### src/hw/rtl/lerb_pkg.sv
// shared constants, types and tables of the elevation ring binner
package lerb_pkg;

  localparam int MAX_POINTS = 4096;
  localparam int PT_AW      = $clog2(MAX_POINTS);
  localparam int CNT_W      = PT_AW + 1;
  localparam int MAX_RINGS  = 64;
  localparam int RING_AW    = $clog2(MAX_RINGS);
  localparam int RING_CW    = RING_AW + 1;
  localparam int STEPS      = 20;
  localparam int STEP_W     = 5;

  localparam logic [1:0] CMD_LOAD  = 2'd0;
  localparam logic [1:0] CMD_READ  = 2'd1;
  localparam logic [1:0] CMD_FRAME = 2'd2;

  localparam logic [1:0] CFG_LOWER = 2'd0;
  localparam logic [1:0] CFG_SCALE = 2'd1;
  localparam logic [1:0] CFG_COUNT = 2'd2;

  typedef struct packed {
    logic ld_in;
    logic rd_start;
    logic frame_clr;
    logic sq_mul;
    logic sq_sum;
    logic sqrt_init;
    logic sqrt_step;
    logic cord_init;
    logic cord_step;
    logic ring_mul;
    logic ring_chk;
    logic ring_rd_ld;
    logic ld_wr;
    logic scan_eval;
    logic walk_eval;
    logic emit_pt;
    logic emit_empty;
  } cmd_t;

  typedef struct packed {
    logic drop;
    logic step_done;
    logic ring_ok;
    logic rd_empty;
    logic cache_same;
    logic scan_end;
    logic scan_hit;
    logic pos_zero;
    logic out_free;
  } sts_t;

  typedef struct packed {
    logic [CNT_W-1:0] cnt;
    logic [PT_AW-1:0] head;
    logic [PT_AW-1:0] tail;
  } ring_ent_t;

  typedef struct packed {
    logic signed [19:0] x;
    logic signed [19:0] y;
    logic signed [19:0] z;
    logic [7:0]         inten;
  } point_t;

  // atan(2^-i) in 1/65536 degree
  function automatic logic [21:0] atan_lut(input logic [STEP_W-1:0] i);
    logic [21:0] v;
    unique case (i)
      5'd0:  v = 22'd2949120;
      5'd1:  v = 22'd1740967;
      5'd2:  v = 22'd919879;
      5'd3:  v = 22'd466945;
      5'd4:  v = 22'd234379;
      5'd5:  v = 22'd117304;
      5'd6:  v = 22'd58666;
      5'd7:  v = 22'd29335;
      5'd8:  v = 22'd14668;
      5'd9:  v = 22'd7334;
      5'd10: v = 22'd3667;
      5'd11: v = 22'd1833;
      5'd12: v = 22'd917;
      5'd13: v = 22'd458;
      5'd14: v = 22'd229;
      5'd15: v = 22'd115;
      5'd16: v = 22'd57;
      5'd17: v = 22'd29;
      5'd18: v = 22'd14;
      5'd19: v = 22'd7;
      default: v = 22'd0;
    endcase
    return v;
  endfunction

endpackage

### src/hw/rtl/lerb_ctrl.sv
// sequencing state machine of the elevation ring binner
module lerb_ctrl (
  input  logic           clk,
  input  logic           rst_n,
  input  logic           in_valid,
  input  logic [1:0]     in_command,
  output logic           in_stall,
  input  lerb_pkg::sts_t sts,
  output lerb_pkg::cmd_t cmd
);

  typedef enum logic [17:0] {
    S_IDLE      = 18'h00001,
    S_SQ_MUL    = 18'h00002,
    S_SQ_SUM    = 18'h00004,
    S_SQ_CHK    = 18'h00008,
    S_SQRT      = 18'h00010,
    S_CORD_INIT = 18'h00020,
    S_CORD      = 18'h00040,
    S_RING_MUL  = 18'h00080,
    S_RING_CHK  = 18'h00100,
    S_LD_RD     = 18'h00200,
    S_LD_WR     = 18'h00400,
    S_SCAN_A    = 18'h00800,
    S_SCAN_B    = 18'h01000,
    S_WALK_A    = 18'h02000,
    S_WALK_B    = 18'h04000,
    S_FETCH     = 18'h08000,
    S_EMIT      = 18'h10000,
    S_EMIT_E    = 18'h20000
  } state_t;

  state_t state_r, state_nxt;

  assign in_stall = (state_r != S_IDLE);

  always_comb begin
    state_nxt = state_r;
    cmd       = '0;
    unique case (state_r)
      S_IDLE: begin
        if (in_valid) begin
          unique case (in_command)
            lerb_pkg::CMD_LOAD: begin
              cmd.ld_in = 1'b1;
              state_nxt = S_SQ_MUL;
            end
            lerb_pkg::CMD_READ: begin
              cmd.rd_start = 1'b1;
              if (sts.rd_empty) state_nxt = S_EMIT_E;
              else if (sts.cache_same) state_nxt = S_WALK_A;
              else state_nxt = S_SCAN_A;
            end
            lerb_pkg::CMD_FRAME: cmd.frame_clr = 1'b1;
            default: ;
          endcase
        end
      end
      S_SQ_MUL: begin
        cmd.sq_mul = 1'b1;
        state_nxt  = S_SQ_SUM;
      end
      S_SQ_SUM: begin
        cmd.sq_sum = 1'b1;
        state_nxt  = S_SQ_CHK;
      end
      S_SQ_CHK: begin
        if (sts.drop) begin
          state_nxt = S_IDLE;
        end else begin
          cmd.sqrt_init = 1'b1;
          state_nxt     = S_SQRT;
        end
      end
      S_SQRT: begin
        cmd.sqrt_step = 1'b1;
        if (sts.step_done) state_nxt = S_CORD_INIT;
      end
      S_CORD_INIT: begin
        cmd.cord_init = 1'b1;
        state_nxt     = S_CORD;
      end
      S_CORD: begin
        cmd.cord_step = 1'b1;
        if (sts.step_done) state_nxt = S_RING_MUL;
      end
      S_RING_MUL: begin
        cmd.ring_mul = 1'b1;
        state_nxt    = S_RING_CHK;
      end
      S_RING_CHK: begin
        cmd.ring_chk = 1'b1;
        state_nxt    = sts.ring_ok ? S_LD_RD : S_IDLE;
      end
      S_LD_RD: begin
        cmd.ring_rd_ld = 1'b1;
        state_nxt      = S_LD_WR;
      end
      S_LD_WR: begin
        cmd.ld_wr = 1'b1;
        state_nxt = S_IDLE;
      end
      S_SCAN_A: begin
        state_nxt = sts.scan_end ? S_EMIT_E : S_SCAN_B;
      end
      S_SCAN_B: begin
        cmd.scan_eval = 1'b1;
        state_nxt     = sts.scan_hit ? S_WALK_A : S_SCAN_A;
      end
      S_WALK_A: begin
        state_nxt = sts.pos_zero ? S_FETCH : S_WALK_B;
      end
      S_WALK_B: begin
        cmd.walk_eval = 1'b1;
        state_nxt     = S_WALK_A;
      end
      S_FETCH: state_nxt = S_EMIT;
      S_EMIT: begin
        if (sts.out_free) begin
          cmd.emit_pt = 1'b1;
          state_nxt   = S_IDLE;
        end
      end
      S_EMIT_E: begin
        if (sts.out_free) begin
          cmd.emit_empty = 1'b1;
          state_nxt      = S_IDLE;
        end
      end
      default: state_nxt = S_IDLE;
    endcase
  end

  always_ff @(posedge clk) begin
    if (!rst_n) begin
      state_r <= S_IDLE;
    end else begin
      state_r <= state_nxt;
    end
  end

endmodule

### config.mk
export PLATFORM = sky130hd
export DESIGN_NAME = lerb_ctrl
export DESIGN_NICKNAME = d
export VERILOG_FILES = /design/src/hw/rtl/lerb_pkg.sv /design/src/hw/rtl/lerb_ctrl.sv
export SDC_FILE = /design/constraint.sdc
export NUM_CORES = 1
export LEC_CHECK = 0
export BUFFER_PORTS_ARGS = -buffer_cell sky130_fd_sc_hd__buf_2
export CAP_MARGIN = 20
export CORE_MARGIN = 1
export CORE_UTILIZATION = 45
export DETAILED_ROUTE_END_ITERATION = 8
export GPL_TIMING_DRIVEN = 0
export HOLD_SLACK_MARGIN = 0.02
export PLACE_DENSITY = 0.76
export SYNTH_ARGS = -nofsm -noshare
export SYNTH_HDL_FRONTEND = slang
export SYNTH_SLANG_ARGS = --single-unit
export TNS_END_PERCENT = 100
### constraint.sdc
create_clock -name clk -period 5.43 [get_ports clk]
set_input_delay 0.2715 -clock clk [delete_from_list [all_inputs] [get_ports clk]]
set_output_delay 0.2715 -clock clk [all_outputs]
set_load 0.01 [all_outputs]
==> metrics.md, run 1 <==
| Metric | Value |
|---|---|
| Post-DR wirelength/cell | `13.8 um` |
| Most numerous cell in the Yosys netlist | `dfxtp_1` |
| # setup viols final | `0` |
| Maximum clock frequency | `0.347 GHz` |
| Min setup slack post-route | `2.54 ns` |
| Final min period | `2.89 ns` |
| Die height | `54.3 um` |
| Drt initial violations | `42` |
| Detailed-router iteration count before antenna repair | `4` |
| Outcome | `finished, final reports clean` |
| Synth cell count leaders | `dfxtp_1, nor2_1, nor4_1` |
| Initial core utilization | `48.8%` |
| CTS tree | `built` |
| Grt ovf | `0` |
| CTS max path bufs | `2` |
| Worst-Skew Late Latency | `0.30 ns` |
| Initial antenna violation count | `0` |
| Kind of critical path | `reg -> out` |
| Worst Path Max Fanout | `10` |
| Diode count | `0` |
| Final GP Congestion | `0.893` |
| I/O pins | `32` |
| Clk_skew | `0.00171 ns` |
| Worst min-delay path category | `in -> reg` |
| Clock tree sinks | `18` |
| Mean Syn Cell Area | `7.99 um2` |
| Setup_tns | `0 ns` |
| Post-CTS sizing | `0` |
| Max cap viols | `0` |
| Req. time, crit path | `5.16 ns` |
| Clock root buffer | `clkbuf_4` |
| Synth top area share | `29.3%` |
| Largest Register | `state_r` |
| DP Worst Slack | `2.87 ns` |
| Detailed-placement wirelength estimate | `2.37 mm` |
| Pwr per Cell Area | `279 nW/um2` |
| Synth Cell Area | `1230 um2` |
| Worst VDD drop | `0.208 mV` |
| Synth Instances | `154` |
| Worst-path clk slew | `0.10 ns` |
| Post-synth ARST share | `0%` |
| Core area | `2520 um2` |
| Std cell rows | `18` |
| Htree depth | `1` |
| WHS Path Cells | `2` |
| Total of warnings raised by yosys | `0` |
| Die area | `2950 um2` |
| Final Slew Violations | `0` |
| Leak | `0.646 nW` |
| Setup bufs post-CTS | `0` |
| Netlist cell types | `48` |
| Vias per cell | `5.95` |
| DRT Wirelength | `3.02 mm` |
| Dominant cells by area after synthesis | `dfxtp_1, nor4_1, nor3_1, nor2_1, and4_1` |
| Cts hold-fix bufs | `0` |
| Routed vias | `1,297` |
| FF-to-FF path depth | `7` |
| Post-synthesis sequential area ratio | `29.3%` |
| Number of enable flip-flop cells after synthesis | `0` |
| Yosys reg bits | `18` |
| Die Wd | `54.3 um` |
| Global-route wire length before repair | `4.93 mm` |
| Port Buffers | `30` |
| Hold Violations, Final | `0` |
| Top flop regs | `state_r x18` |
| Yosys top cell by area | `dfxtp_1` |
| Syn-to-layout area delta | `18.2%` |
| RSZ-0062 raised after global routing | `false` |
| Share of layout cells above drive strength 1 | `23.4%` |
| DRC violation count after routing | `0` |
| Critical Path AT | `2.61 ns` |
| Slew margin rel. | `62.8%` |
| Routed Antenna Nets | `0` |
| Nets | `203` |
| Syn_nets | `168` |
| Layout fillers | `256` |
| Total Routing Usage GR | `23.5%` |
| Vias in the first global route | `1,156` |
| Largest net degree at the start of global routing | `11` |
| CTS Buf Count | `3` |
| Least-Margin Pin Slew | `0.553 ns` |
| Number of flip-flops in the largest register | `18` |
| Tcrit/Tclk final | `53.1%` |
| Setup crit start kind | `flip-flop` |
| CP endpoint kind | `primary output` |
| Top FF cell, synth | `dfxtp_1` |
==> critical path, stage by stage, from the launching register on <==
cell and delay [ns]:
dfxtp_1 0.31, clkbuf_1 0.20, or4_1 0.58, nor4_1 0.54, nand2_1 0.21, nor3_1 0.29, buf_2 0.18
==> final cells by class <==
cell class              instances  area [um2]  share of cell area (%)
multi-input cells             119         796                    54.7
flip-flops and latches         18         360                    24.8
repair buffers                 30         150                    10.3
plain buffers                   9        45.0                    3.10
well taps                      30        37.5                    2.58
clock buffers                   4        36.3                    2.49
inverters                       8        30.0                    2.06
==> cell families after synthesis <==
family                 Yosys count  synth area share [%]
AO/OA/AOI/OAI                   23                  14.1
XOR/XNOR                         4                  2.85
buffers and inverters           17                  6.10
flip-flops                      18                  29.3
AND/OR/NAND/NOR                 92                  47.7
==> metal layers <==
layer | part of all wire, % | GRT usage (%)
met5 | 0 | 0
met4 | 1.8 | 10.3
met3 | 4.3 | 2.50
met2 | 49 | 41.7
met1 | 44 | 28.2
==> final timing paths <==
| kind | slack, ns | end | startpoint |
|---|---|---|---|
| max | 2.54 | cmd[11] | state_r[6]$_SDFFE_PN0P_ |
| min | 0.21 | state_r[15]$_SDFFE_PN0P_ | sts[1] |
| max reg2reg | 2.97 | state_r[0]$_SDFFE_PN1P_ | state_r[11]$_SDFFE_PN0P_ |
| min reg2reg | 0.58 | state_r[10]$_SDFFE_PN0P_ | state_r[9]$_SDFFE_PN0P_ |
==> stage by stage <==
stage	std cells	util [%]	cell area [um2]	hold slack, ns	power, mW
2_1_floorplan	154	-	1230	0.417	0.279
3_3_place_gp	214	56.3	1420	0.508	0.314
3_5_place_dp	214	56.3	1420	0.527	0.321
4_1_cts	218	57.7	1460	0.211	0.407
5_1_grt	218	57.7	1460	0.212	0.427
6_report	218	57.7	1460	0.208	0.406
==> power by group <==
part | switching, mW | leakage, nW | internal (mW)
sequential | 0.00275 | 0.145 | 0.139
clock | 0.0441 | 0.0210 | 0.0410
combinational | 0.104 | 0.480 | 0.0755
==> placed cells by master, fill, tap and decap left out, drive strengths merged, types with 3 or more instances in the layout <==
cell / n
and3: 3
nand3b: 3
nor2: 14
nor4: 12
and4: 5
nor3b: 4
nand2b: 6
buf: 35
o21ai: 5
nor3: 12
inv: 8
nand3: 3
nand2: 9
dfxtp: 18
clkbuf: 8
or4: 6
o21a: 3
No activity file was read; power rests on OpenSTA's default activity.
==> run 2, diff against run 1 <==
Settings changed: PLACE_DENSITY 0.76 to 0.78.
Clock period 5.43 ns to 2.6 ns, I/O delays scaled along.
==> metrics.md, run 2 (synthesis gave the netlist of run 1 again) <==
| Metric | Value |
|---|---|
| Syn-to-layout area delta | `22.8%` |
| DP Worst Slack | `0.195 ns (-2.67 ns)` |
| Kind of critical path | `reg -> reg` |
| Worst min-delay path category | `in -> reg` |
| Final GP Congestion | `0.936 (+4.9%)` |
| CTS tree | `built` |
| Cts hold-fix bufs | `0 (unchanged)` |
| Diode count | `0 (unchanged)` |
| Largest net degree at the start of global routing | `11 (unchanged)` |
| Setup bufs post-CTS | `0 (unchanged)` |
| Routed vias | `1,302 (+0.39%)` |
| Layout fillers | `237 (-7.4%)` |
| Internal power | `0.544 mW (+110%)` |
| Clock root buffer | `clkbuf_4` |
| Setup_tns | `0 ns (unchanged)` |
| R2r startpoint | `state_r[0]$_SDFFE_PN1P_` |
| Clock Power Share | `20.4% (-0.6 points)` |
| Max cap viols | `0 (unchanged)` |
| Req. time, crit path | `2.85 ns (-2.31 ns)` |
| Clk_skew | `0.00200 ns (+0.000288 ns)` |
| Share of layout cells above drive strength 1 | `27.1% (+3.7 points)` |
| Sequential share of power | `34.1% (-0.7 points)` |
| Drt initial violations | `27 (-36%)` |
| FF-to-FF path depth | `7 (unchanged)` |
| CTS max path bufs | `2 (unchanged)` |
| Die height | `54.3 um (unchanged)` |
| I/O pins | `32 (unchanged)` |
| Worst VDD drop | `0.500 mV (+140%)` |
| Core area | `2520 um2 (unchanged)` |
| Worst-path clk slew | `0.11 ns (about the same)` |
| DRC violation count after routing | `0 (unchanged)` |
| Critical Path AT | `2.75 ns (+0.14 ns)` |
| Vias per cell | `5.97 (+0.39%)` |
| Routed Antenna Nets | `0 (unchanged)` |
| Maximum clock frequency | `0.400 GHz` |
| DRT Wirelength | `3.14 mm (+4.3%)` |
| Commonest non-fill, non-tap cell in the layout | `buf_2` |
| CTS Buf Count | `3 (unchanged)` |
| Vias in the first global route | `1,164 (+0.69%)` |
| Worst Path Max Fanout | `10 (unchanged)` |
| Leak | `0.656 nW (+1.4%)` |
| Worst-Skew Late Latency | `0.30 ns (about the same)` |
| Worst hold start | `sts[1]` |
| WHS Path Cells | `2 (unchanged)` |
| Largest Register | `state_r` |
| Htree depth | `1 (unchanged)` |
| Final Slew Violations | `0 (unchanged)` |
| Detailed-placement wirelength estimate | `2.34 mm (-1.2%)` |
| Port Buffers | `30 (unchanged)` |
| Die Wd | `54.3 um (unchanged)` |
| Min setup slack post-route | `0.100 ns (-2.44 ns)` |
| Hold Path End | `state_r[15]$_SDFFE_PN0P_` |
| Switching portion of total power | `37.3% (+0.17 points)` |
| Outcome | `finished, final reports clean` |
| Post-CTS sizing | `2 (+2)` |
| Grt ovf | `0 (unchanged)` |
| # setup viols final | `0 (unchanged)` |
| Least-Margin Pin Slew | `0.512 ns (-0.0413 ns)` |
| Std cell rows | `18 (unchanged)` |
| Detailed-router iteration count before antenna repair | `4 (unchanged)` |
| Pwr per Cell Area | `575 nW/um2 (+110%)` |
| Clock tree sinks | `18 (unchanged)` |
| Final min period | `2.50 ns` |
| R2r setup slk | `0.10 ns (-2.87 ns)` |
| RR Endpoint | `state_r[0]$_SDFFE_PN1P_` |
| Hold Violations, Final | `0 (unchanged)` |
| Global-route wire length before repair | `5.07 mm (+2.8%)` |
| Total Routing Usage GR | `23.8% (+0.32 points)` |
| Most frequent cells in the layout | `buf_2, dfxtp_1, nor2_1` |
| Initial core utilization | `48.8% (unchanged)` |
| Setup crit start kind | `flip-flop` |
| Sw Pwr | `0.324 mW (+120%)` |
| CP endpoint kind | `flip-flop` |
| Post-DR wirelength/cell | `14.4 um (+4.3%)` |
| Die area | `2950 um2 (unchanged)` |
| Nets | `203 (unchanged)` |
| Initial antenna violation count | `0 (unchanged)` |
| Logic pwr share | `45.6% (+1.4 points)` |
| Top flop regs | `state_r x18` |
| Number of flip-flops in the largest register | `18 (unchanged)` |
| Tcrit/Tclk final | `96.1%` |
| Slew margin rel. | `65.5% (+2.8 points)` |
| Design Power | `0.868 mW (+110%)` |
==> run 2: cell counts in the layout (fill, tap and decap cells not counted) <==
Identical to the previous run, type by type.
==> run 2: cell type report <==
cell class	instances	area (um2)	share of cell area [%]
clock buffer	4	36.3	2.40
sequential	18	360	23.8
tap	30	37.5	2.48
buffer	9	45.0	2.98
multi-input combinational	119	852	56.4
timing repair buffer	30	150	9.93
inverter	8	30.0	1.99
==> run 2: per-layer routing <==
metal  routed length, um  up-vias  share of wire (%)  track usage, %
met5                   0        -                  0               0
met3                 122        9                3.9            2.50
li1                    -      651                  -               -
met1                1440      595                 46            29.3
met4                  61        0                1.9            6.84
met2                1520       47                 48            43.1
==> run 2: worst max-delay path by stage <==
stage / to / start / cells past startpoint
2_1_floorplan: state_r[6]$_SDFFE_PN0P_ / state_r[0]$_SDFFE_PN1P_ / 5
3_3_place_gp: state_r[0]$_SDFFE_PN1P_ / state_r[4]$_SDFFE_PN0P_ / 7
3_5_place_dp: state_r[0]$_SDFFE_PN1P_ / state_r[6]$_SDFFE_PN0P_ / 7
4_1_cts: cmd[11] / state_r[4]$_SDFFE_PN0P_ / 6
5_1_grt: cmd[7] / state_r[8]$_SDFFE_PN0P_ / 6
6_report: state_r[0]$_SDFFE_PN1P_ / state_r[0]$_SDFFE_PN1P_ / 7
==> run 2: power by group through the flow <==
stage                     Sequential, mW  Combinational [mW]  Clock (mW)
after floorplan                    0.299               0.283           0
after global placement             0.300               0.357           0
after detailed placement           0.301               0.367           0
after CTS                          0.295               0.373       0.179
after global routing               0.298               0.434       0.186
final                              0.296               0.396       0.177
==> run 2: through the flow <==
step	util (%)	std cells	hold slack (ns)	area [um2]
3_3_place_gp	56.3	214	0.367	1420
4_1_cts	58.2	218	0.0771	1470
2_1_floorplan	-	154	0.276	1230
6_report	59.9	218	0.0759	1510
5_1_grt	59.9	218	0.0956	1510
3_5_place_dp	56.3	214	0.381	1420
==> run 2: critical path, stage by stage, from the launching register on <==
cell and delay, ns:
dfxtp_1 0.32, buf_2 0.18, or4_4 0.59, or4_4 0.56
nor3_4 0.32, or4bb_1 0.19, buf_6 0.14, o41a_1 0.15
